## src/rtl/ssdh_pkg.sv

```systemverilog
// Shared types and constants for the step/direction homing core.
package ssdh_pkg;

    // Request kinds carried on s_tuser
    typedef enum logic [1:0] {
        KIND_TICK     = 2'd0,
        KIND_SET_DEST = 2'd1,
        KIND_HOME     = 2'd2
    } kind_t;

    // Configuration register indexes
    localparam int CFG_ADDR_W = 2;
    localparam int CFG_DATA_W = 32;

    localparam logic [CFG_ADDR_W-1:0] CFG_STEPS_PER_POINT = 2'd0;
    localparam logic [CFG_ADDR_W-1:0] CFG_POINTS_PER_STEP = 2'd1;
    localparam logic [CFG_ADDR_W-1:0] CFG_HOME_STEP       = 2'd2;
    localparam logic [CFG_ADDR_W-1:0] CFG_FORWARD_DIR     = 2'd3;

    localparam logic [31:0] STEPS_PER_POINT_RST = 32'd65536;
    localparam logic [31:0] POINTS_PER_STEP_RST = 32'd65536;
    localparam logic [31:0] HOME_STEP_RST       = 32'd0;
    localparam logic        FORWARD_DIR_RST     = 1'b1;

    // Stream widths
    localparam int S_TDATA_W = 40;
    localparam int M_TDATA_W = 72;

    // Pin and status levels reported with every result
    typedef struct packed {
        logic dir;
        logic pulse;
        logic ready;
        logic homing;
    } motor_flags_t;

    localparam motor_flags_t FLAGS_RST = '{dir: 1'b0, pulse: 1'b0, ready: 1'b1, homing: 1'b0};

endpackage

```

## src/rtl/ssdh_motion.sv

```systemverilog
// Next-state logic for one request: tick, destination conversion and homing.
module ssdh_motion
    import ssdh_pkg::*;
#(
    parameter int POS_WIDTH = 32,
    parameter int FRAC_BITS = 16
) (
    input  kind_t                 kind,
    input  logic                  limit_n,
    input  logic                  tgt_neg,
    input  logic [63:0]           tgt_prod,
    input  logic [POS_WIDTH-1:0]  cur_pos,
    input  logic [POS_WIDTH-1:0]  dest_pos,
    input  motor_flags_t          flags_in,
    input  logic [31:0]           home_step,
    input  logic                  forward_dir,
    output logic [POS_WIDTH-1:0]  cur_next,
    output logic [POS_WIDTH-1:0]  dest_next,
    output motor_flags_t          flags_next
);

    logic [63:0]                 shifted;
    logic [63:0]                 lim64;
    logic                        conv_sat;
    logic [POS_WIDTH-1:0]        conv_mag;
    logic [POS_WIDTH-1:0]        conv_pos;
    logic [63:0]                 home64;
    logic [POS_WIDTH-1:0]        home_pos;
    logic                        home_gt0;
    logic signed [POS_WIDTH-1:0] c;
    logic signed [POS_WIDTH-1:0] d;

    // Point-to-step conversion: truncate toward zero, saturate to the count range
    assign shifted  = tgt_prod >> (2 * FRAC_BITS);
    assign lim64    = 64'd1 << (POS_WIDTH - 1);
    assign conv_sat = (shifted >= lim64);
    assign conv_mag = conv_sat ? lim64[POS_WIDTH-1:0] : shifted[POS_WIDTH-1:0];
    assign conv_pos = tgt_neg ? -conv_mag
                    : (conv_sat ? lim64[POS_WIDTH-1:0] - 1'b1 : conv_mag);

    assign home64   = {{32{home_step[31]}}, home_step};
    assign home_pos = home64[POS_WIDTH-1:0];
    assign home_gt0 = !home_step[31] && (home_step != 32'd0);

    always_comb begin
        cur_next   = cur_pos;
        dest_next  = dest_pos;
        flags_next = flags_in;
        c          = cur_pos;
        d          = dest_pos;
        case (kind)
            KIND_TICK: begin
                // Homing forces a one-step creep toward home until the switch closes
                if (flags_in.homing) begin
                    c = '0;
                    d = home_gt0 ? POS_WIDTH'(1) : {POS_WIDTH{1'b1}};
                    if (!limit_n) begin
                        flags_next.homing = 1'b0;
                        c = home_pos;
                        d = home_pos;
                    end
                end
                cur_next  = c;
                dest_next = d;
                if (c == d) begin
                    flags_next.ready = 1'b1;
                end else begin
                    flags_next.ready = 1'b0;
                    flags_next.dir   = (c > d) ? !forward_dir : forward_dir;
                    flags_next.pulse = !flags_in.pulse;
                    // Count moves on the falling pulse edge only
                    if (flags_in.pulse) begin
                        cur_next = (c > d) ? c - POS_WIDTH'(1) : c + POS_WIDTH'(1);
                    end
                end
            end
            KIND_SET_DEST: begin
                dest_next = conv_pos;
            end
            KIND_HOME: begin
                flags_next.homing = 1'b1;
            end
            default: begin
            end
        endcase
    end

endmodule

```

## config.mk

```make
export PLATFORM = sky130hd
export DESIGN_NAME = ssdh_motion
export DESIGN_NICKNAME = d
export VERILOG_FILES = /design/src/rtl/ssdh_pkg.sv /design/src/rtl/ssdh_motion.sv
export SDC_FILE = /design/constraint.sdc
export NUM_CORES = 1
export LEC_CHECK = 0
export BUFFER_PORTS_ARGS = -buffer_cell sky130_fd_sc_hd__buf_2
export CAP_MARGIN = 20
export CORE_ASPECT_RATIO = 1.75
export CORE_MARGIN = 5
export CORE_UTILIZATION = 25
export DETAILED_ROUTE_END_ITERATION = 10
export GPL_ROUTABILITY_DRIVEN = 0
export GPL_TIMING_DRIVEN = 1
export PLACE_DENSITY = 0.46
export RECOVER_POWER = 50
export SYNTH_ARGS = -nofsm -noshare
export SYNTH_HDL_FRONTEND = slang
export SYNTH_SLANG_ARGS = --single-unit
export TNS_END_PERCENT = 5
```

## constraint.sdc

```tcl
create_clock -name vclk -period 12.3
set_clock_uncertainty 0.05 [all_clocks]
set_input_delay 3.075 -clock vclk [all_inputs]
set_output_delay 3.075 -clock vclk [all_outputs]
set_load 0.05 [all_outputs]
```

# Yosys cells after proc, flatten, opt, wreduce, memory -nomap -nowiden

Cells that the tools add are included.
W data, S select, Z words.

Add/subtract/negate cells: 3
$mul: 0
Div/mod/pow operators: 0
$lt $le $gt $ge: 2
Equal/unequal tests: 3
Shift operators: 0
Multiplexer cells: 22
Bitwise logic cells: 0
Reduce and logical (&&, ||, !) cells: 6

Operator list:

| kind                    | number |
|---|---|
| $mux W32                | 14 |
| $pmux W32 S2            | 1 |
| $add A32 B2 Y32 const B | 1 |
| $eq A32 B32 Y1          | 1 |
| $ge A32 B32 Y1 const B  | 1 |
| $gt A32 B32 Y1          | 1 |
| $neg A32 Y32            | 1 |
| $reduce_bool A32 Y1     | 1 |
| $sub A32 B2 Y32 const B | 1 |
| $mux W1                 | 4 |
| $logic_not A1 Y1        | 3 |
| $mux W3                 | 1 |
| $eq A2 B1 Y1 const B    | 1 |
| $eq A2 B2 Y1 const B    | 1 |
| $logic_not A2 Y1        | 1 |
| $mux W2                 | 1 |
| $pmux W1 S2             | 1 |
| $logic_and A1 B1 Y1     | 1 |

Flip-flop bits (word level): 0
Bits in latches: 0
Bits in writable memories: 0
ROM bits: 0
Bits of input ports: 169
Word-level logic and storage cells: 36
Memories kept: 0

# Longest topological paths before layout

Gate-level depths: netlist of the first run.

Word-level depth: 11
Depth in mapped cells: 28

# Least setup slack after synthesis of the first run

OpenSTA, ideal clock, no wires.

Kind: input -> output
Start point: input home_step[5]
End point: output cur_next[19]
Arrival time: 9368 ps
Required time: 9175 ps
Setup slack: -193 ps
Stages: 27
Buffers on the path: 1
Cells stage by stage: nor4_1 > nand4_1 > nor3_1 > a31o_2 > clkbuf_1 > a221oi_1 > ha_1 > nor2b_1 > o211ai_1 > a2111oi_0 > a211oi_1 > a21oi_1 > nor2_1 > mux2i_1 > nand2b_1 > inv_1 > ha_1 > and3b_1 > a311o_1 > and3_1 > or2_4 > a21o_1 > a21o_1 > a221oi_2 > xnor2_1 > mux2i_1 > o21ai_0

Cells in the longest elaborated chain, start to end: 11
Elaborated cells on any way between the ends: 17

RTL lines:

| item                | line              | RTL |
|---|---|---|
| start, declared     | ssdh_motion.sv:15 | `input logic [31:0] home_step,` |
| $reduce_bool A32 Y1 | ssdh_motion.sv:43 | `assign home_gt0 = !home_step[31] && (home_step != 32'd0);` |
| $logic_and A1 B1 Y1 | ssdh_motion.sv:43 |  |
| $mux W32            | ssdh_motion.sv:56 | `d = home_gt0 ? POS_WIDTH'(1) : {POS_WIDTH{1'b1}};` |
| $mux W32            | ssdh_motion.sv:57 | `if (!limit_n) begin` |
| $mux W32            | ssdh_motion.sv:54 | `if (flags_in.homing) begin` |
| $mux W32            | ssdh_motion.sv:51 | `case (kind)` |
| $gt A32 B32 Y1      | ssdh_motion.sv:73 | `cur_next = (c > d) ? c - POS_WIDTH'(1) : c + POS_WIDTH'(1);` |
| $mux W32            | ssdh_motion.sv:73 |  |
| $mux W32            | ssdh_motion.sv:72 | `if (flags_in.pulse) begin` |
| $mux W32 (*)        | ssdh_motion.sv:65 | `if (c == d) begin` |
| $mux W32 (*)        | ssdh_motion.sv:51 |  |
| end, declared       | ssdh_motion.sv:17 | `output logic [POS_WIDTH-1:0] cur_next,` |

Every way passes the cells marked *; elsewhere a longest branch is shown, timed or not. The select of a mux whose other input is x is not followed.

# Worst setup path after layout of the first run

Start point: input home_step[2]
End point: output cur_next[31]

Same word-level chain as after synthesis.

==> flow_summary.toml, run 1 <==
[sta]
finalCritPeriodShare_pct = 101.0
worstMarginPinSlew_ns = 1.956
fmax_ghz = 0.08049
finalCriticalPeriod_ns = 12.42
setup-violations-final = 2
finalWorstSetupSlack_ns = -0.1234
drv_slew = 90
whs_ns = 6.479
rsz0062_at_grt = "true"
slew-limit-headroom_pct = -30.42
hold_viol = 0

[floorplanning]
chipHeight_um = 206.3
die_w_um = 122.2
initial_utilization_pct = 25.14
rows = 72
coreArea_mm2 = 0.02189
pin_count = 237
fp.dieArea_mm2 = 0.02520

[cells_and_area]
final_cell_mix = "buf_4 (214), buf_2 (167), nand2_1 (100)"
clock_buffers = 0
final_core_util_pct = 40.66
layout.nets = 1486
ff_latch_area_um2 = 0
area_delta_synth_final_pct = 61.72
layout_commonest_cell = "buf_4"
nFlopsAndLatches = 0
drive_gt1_share_pct = 37.25
fillerInstances = 2371
stdcell_count = 1548
multiInputGateArea_mm2 = 0.005514

[logic_synthesis]
ys_seq_area_share_pct = 0
syn-instance-count = 883
syn_area_mm2 = 0.005504
avgSynthCellArea_um2 = 6.233
ys_warn_count = 0
synth_cell_type_count = 63
synthesis.nets = 1116

[global_route]
grt_pass1_wl_mm = 43.59
grt_max_degree = 68
grt-ovfl-total = 0
grt_usage_pct = 21.90
grt_pass1_vias = 8154
antenna_found_initial = 1

[pwr]
power_mw = 0.7659
pwr-share-seq_pct = 0
combPwrFrac_pct = 100.0
switching_power_mw = 0.4237
p_leak_nw = 4.254
power.share.clock_pct = 0
vdd_drop_max_uv = 47.86
switching_share_pct = 55.32
internal_power_mw = 0.3422
power_density_mw_per_mm2 = 86.04

[min_path]
hp-class = "in2out"
hold_end = "flags_next[2]"
whs_path_depth = 3
min_from = "flags_in[2]"

[run_status]
violations = "max-capacitance violations, max-slew violations, negative setup slack"
outcome = "finished, violations left"

[drt]
drt-total-wl_mm = 29.45
drt_first_pass_iters = 5
vias = 8252
antenna_left = 0
via_per_inst = 5.331
avgRoutedWirePerCell_um = 19.02
drt_iter0_drc = 647
route.detailed.drc = 0

[setup_path]
worstPathArrival_ns = 9.30
cp-start-kind = "input pin"
crit_path_max_fanout = 6
crit_required_ns = 9.17
endpoint_kind = "output pin"
cpMaxStageDelayCell = "or3_1"
crit_path_max_incr_delay_ns = 0.37
criticalPathCategory = "in2out"

[cts]
holdBufCountCts = 0

[job]
maxCapViolations = 2

[placed_design]
io_buffers = 205
place_inst = 1513
place_ws_ns = -0.6236
hpwl_mm = 24.19
==> metrics by stage <==
step | instance area, um^2 | TNS [ns]
2_1_floorplan | 5504 | -0.03713
3_3_place_gp | 8185 | -5.860
3_5_place_dp | 8185 | -6.507
4_1_cts | 8569 | -0.2581
5_1_grt | 8901 | -1.938
6_report | 8901 | -0.1804
==> timing repair <==
action	4_1_cts	5_1_grt
buffers inserted	17	16
gates cloned	2	1
gates resized for setup	53	45
pin swaps	26	37
hold endpoints to repair	0	0
endpoints found under the setup margin	22	22
==> per-layer routing <==
layer  vias up  wire [um]  GRT usage (%)
met5         -          0              0
li1       4152          -              -
met1      3790      11110          23.89
met4         0       1165          7.529
met3        55       1114         0.9584
met2       255      16050          43.81
==> synth_stat cells, drive strengths merged (7+ instances only) <==
cell,instances,area [um^2]
and2,11,68.82
mux2i,13,130.1
o21ai,105,525.5
nor2,84,315.3
nor4,17,106.4
xor2,7,61.31
a21oi,69,345.3
o211ai,9,67.56
nor3,31,155.2
mux2,9,101.4
clkbuf,54,202.7
nand4,10,62.56
o21a,12,90.09
a31oi,16,100.1
inv,28,105.1
a221oi,32,286.5
xnor2,16,140.1
nand2b,8,50.05
a21o,34,255.2
nand2,101,379.1
a22o,20,175.2
o221ai,7,61.31
nor2b,9,56.30
a211oi,8,60.06
o311ai,11,96.34
ha,63,788.3
and3,15,93.84
nand3,13,65.06
==> power groups by stage <==
stage                     logic, mW  clock network [mW]  registers, mW
after floorplan               0.418                   0              0
after global placement        0.698                   0              0
after CTS                     0.737                   0              0
final                         0.766        0.0000000109              0
after global routing          0.833        0.0000000109              0
after detailed placement      0.701                   0              0
==> worst max path at each step <==
| stage | slack (ns) | start | to | cells past startpoint |
|---|---|---|---|---|
| after floorplan | -0.04 | home_step[5] | cur_next[28] | 27 |
| after global placement | -0.60 | home_step[0] | cur_next[20] | 32 |
| after detailed placement | -0.62 | home_step[0] | cur_next[31] | 32 |
| after CTS | -0.11 | home_step[4] | cur_next[31] | 32 |
| after global routing | -0.31 | home_step[2] | cur_next[31] | 31 |
| final | -0.12 | home_step[2] | cur_next[31] | 31 |
==> critical path: cells and delay by family <==
family / cells / cell delay [ns]
buf+inv: 6 / 0.79
compound gates: 7 / 1.57
mux: 1 / 0.24
xor+xnor: 1 / 0.21
simple gates: 14 / 2.91
fa+ha+maj: 2 / 0.49
==> layout make-up <==
cell class	count	share of cell area, %
well taps	296	4.161
inverters	31	1.349
diodes	1	0.02811
repair buffers	426	32.51
multi-input cells	794	61.95
==> cell families (layout without fill, tap and decap cells) <==
family	count (synthesis)	after routing	synth area share, %
compound gates	367	367	44.10
xor+xnor	23	23	3.660
fa+ha+maj	64	64	14.69
buf+inv	89	457	6.229
mux	22	22	4.205
other cells	0	1	0
simple gates	318	318	27.12
Power figures use the tool's default switching activity.
==> inputs of run 2 (changes only) <==
--- a/config.mk
+++ b/config.mk
@@ -5,10 +5,10 @@
 export SDC_FILE = /design/constraint.sdc
 export NUM_CORES = 1
 export LEC_CHECK = 0
+export ABC_AREA = 1
 export BUFFER_PORTS_ARGS = -buffer_cell sky130_fd_sc_hd__buf_2
 export CAP_MARGIN = 20
 export CORE_ASPECT_RATIO = 1.75
-export CORE_MARGIN = 5
 export CORE_UTILIZATION = 25
 export DETAILED_ROUTE_END_ITERATION = 10
 export GPL_ROUTABILITY_DRIVEN = 0
==> run 2 against run 1 <==
Against the previous run: the flow finishes with violations (max-capacitance violations, max-slew violations); wire length down 8.5%; setup slack gained 0.82 ns; sequential share of layout area did not move; first-iteration DRC count fell by 14%; sequential cell count stayed put; area after synthesis up 6.5%; cell count increased by 4.5%; fmax grew 7.1%; total power is 18% lower; combinational power fell by 18%; clock-buffer cell count unchanged; largest cell class unchanged.
==> flow_summary.toml, run 2 <==
[min_path]
hp-class = "in2out"

[drt]
vias = 8178
avgRoutedWirePerCell_um = 16.65
drt_first_pass_iters = 5
drt-total-wl_mm = 26.94
via_per_inst = 5.054
route.detailed.drc = 0
antenna_left = 0
drt_iter0_drc = 559

[pwr]
power_density_mw_per_mm2 = 87.47
internal_power_mw = 0.1968
vdd_drop_max_uv = 33.23
combPwrFrac_pct = 100.0
p_leak_nw = 3.882
power.share.clock_pct = 0
pwr-share-seq_pct = 0
switching_power_mw = 0.4319
power_mw = 0.6288
switching_share_pct = 68.70

[logic_synthesis]
syn-instance-count = 1141
synthTopCellsByArea = "nand2_1 (19%), ha_1 (13%), inv_1 (9.9%), o21ai_0 (9.6%), nor2_1 (7.6%)"
synth_cell_type_count = 49
avgSynthCellArea_um2 = 5.139
syn_area_mm2 = 0.005863
synth_top_area_cell = "nand2_1"
synth_top_area_share_pct = 19.21
yosys-top-cells-count = "nand2_1 (300), inv_1 (155), nor2_1 (118), o21ai_0 (112), nand3_1 (85)"
ys_seq_area_share_pct = 0
ys_warn_count = 0
synthesis.nets = 1374
synth_most_common_cell = "nand2_1"

[setup_path]
cp_top_family = "simple AND/OR/NAND/NOR gates"
crit_required_ns = 9.17
worst_path_most_repeated_cell = "nand2_1"
criticalPathCategory = "in2out"
endpoint_kind = "output pin"
cp-start-kind = "input pin"
crit_path_max_incr_delay_ns = 0.43
cpMaxStageDelayCell = "nor4_1"
worstPathArrival_ns = 8.48
crit_path_max_fanout = 31
path_buf_inv = 8

[sta]
slew-limit-headroom_pct = -91.22
finalCriticalPeriod_ns = 11.60
drv_slew = 65
finalWorstSetupSlack_ns = 0.6993
finalCritPeriodShare_pct = 94.31
hold_viol = 0
setup-violations-final = 0
fmax_ghz = 0.08620
rsz0062_at_grt = "false"
whs_ns = 6.522
tns_ns = 0
worstMarginPinSlew_ns = 2.868

[cells_and_area]
stdcell_count = 1618
final_core_util_pct = 31.48
ff_latch_area_um2 = 0
fillerInstances = 2780
multiInputGateArea_mm2 = 0.005077
area_delta_synth_final_pct = 22.60
layout.nets = 1549
nFlopsAndLatches = 0
stdcell_area_mm2 = 0.007188
drive_gt1_share_pct = 17.20
clock_buffers = 0
layout_commonest_cell = "nand2_1"
final_cell_mix = "nand2_1 (300), buf_2 (172), inv_1 (155)"

[job]
maxCapViolations = 1

[placed_design]
placed_area_mm2 = 0.007221
hpwl_mm = 22.69
io_buffers = 205
place_ws_ns = 0.6747
place_inst = 1614

[global_route]
grt_usage_pct = 21.57
grt_max_degree = 65
antenna_found_initial = 4
grt-ovfl-total = 0
grt_pass1_vias = 7848
grt_pass1_wl_mm = 41.39

[run_status]
violations = "max-capacitance violations, max-slew violations"
outcome = "finished, violations left"

[floorplanning]
rows = 73
pin_count = 237
fp.dieArea_mm2 = 0.02409
die_w_um = 117.8
initial_utilization_pct = 25.68
coreArea_mm2 = 0.02283
chipHeight_um = 204.6

[cts]
ctsResizeCount = 0
holdBufCountCts = 0
postCtsSetupBuffers = 0
## run 2: cell types whose count changed after synthesis, moves of 26 or more
cell	before	now
a221oi_1	31	0
a21o_1	34	8
nor2_1	84	118
nand2_1	101	300
o22ai_1	6	39
inv_1	27	155
nand3_1	13	85
## run 2: kinds of logic after synthesis
group	after synthesis	share of synthesized area, %
AOI/OAI and AO/OA	289	28.79
xor gates and xnor gates	16	2.390
adders and majority gates	64	13.79
buffers and inverters	204	13.61
muxes	1	0.1920
and+or+nand+nor	567	41.23
## run 2: path summary, 6_finish.rpt
path | start | end | slack (ns) | cells after the start
max | limit_n | cur_next[30] | 0.70 | 34
min | cur_pos[29] | cur_next[29] | 6.52 | 4
## run 2: power by group through the flow
stage / clock, mW / combinational, mW / sequential, mW
2_1_floorplan: 0 / 0.456 / 0
3_3_place_gp: 0 / 0.625 / 0
3_5_place_dp: 0 / 0.627 / 0
4_1_cts: 0 / 0.630 / 0
5_1_grt: 0.0000000436 / 0.698 / 0
6_report: 0.0000000437 / 0.629 / 0
## run 2: area by class of cell
cell class                      count  area share [%]
Antenna cell                        4          0.1393
Inverter                          161           8.407
Multi-Input combinational cell    937           70.64
Tap cell                          300           5.222
Timing Repair Buffer              216           15.60
## run 2: layer usage
layer	up-vias	share of wire [%]	track usage (%)
met3	69	3.3	1.058
li1	4205	-	-
met2	247	51	40.19
met1	3657	40	24.55
met4	0	5.3	11.31
met5	-	0	0
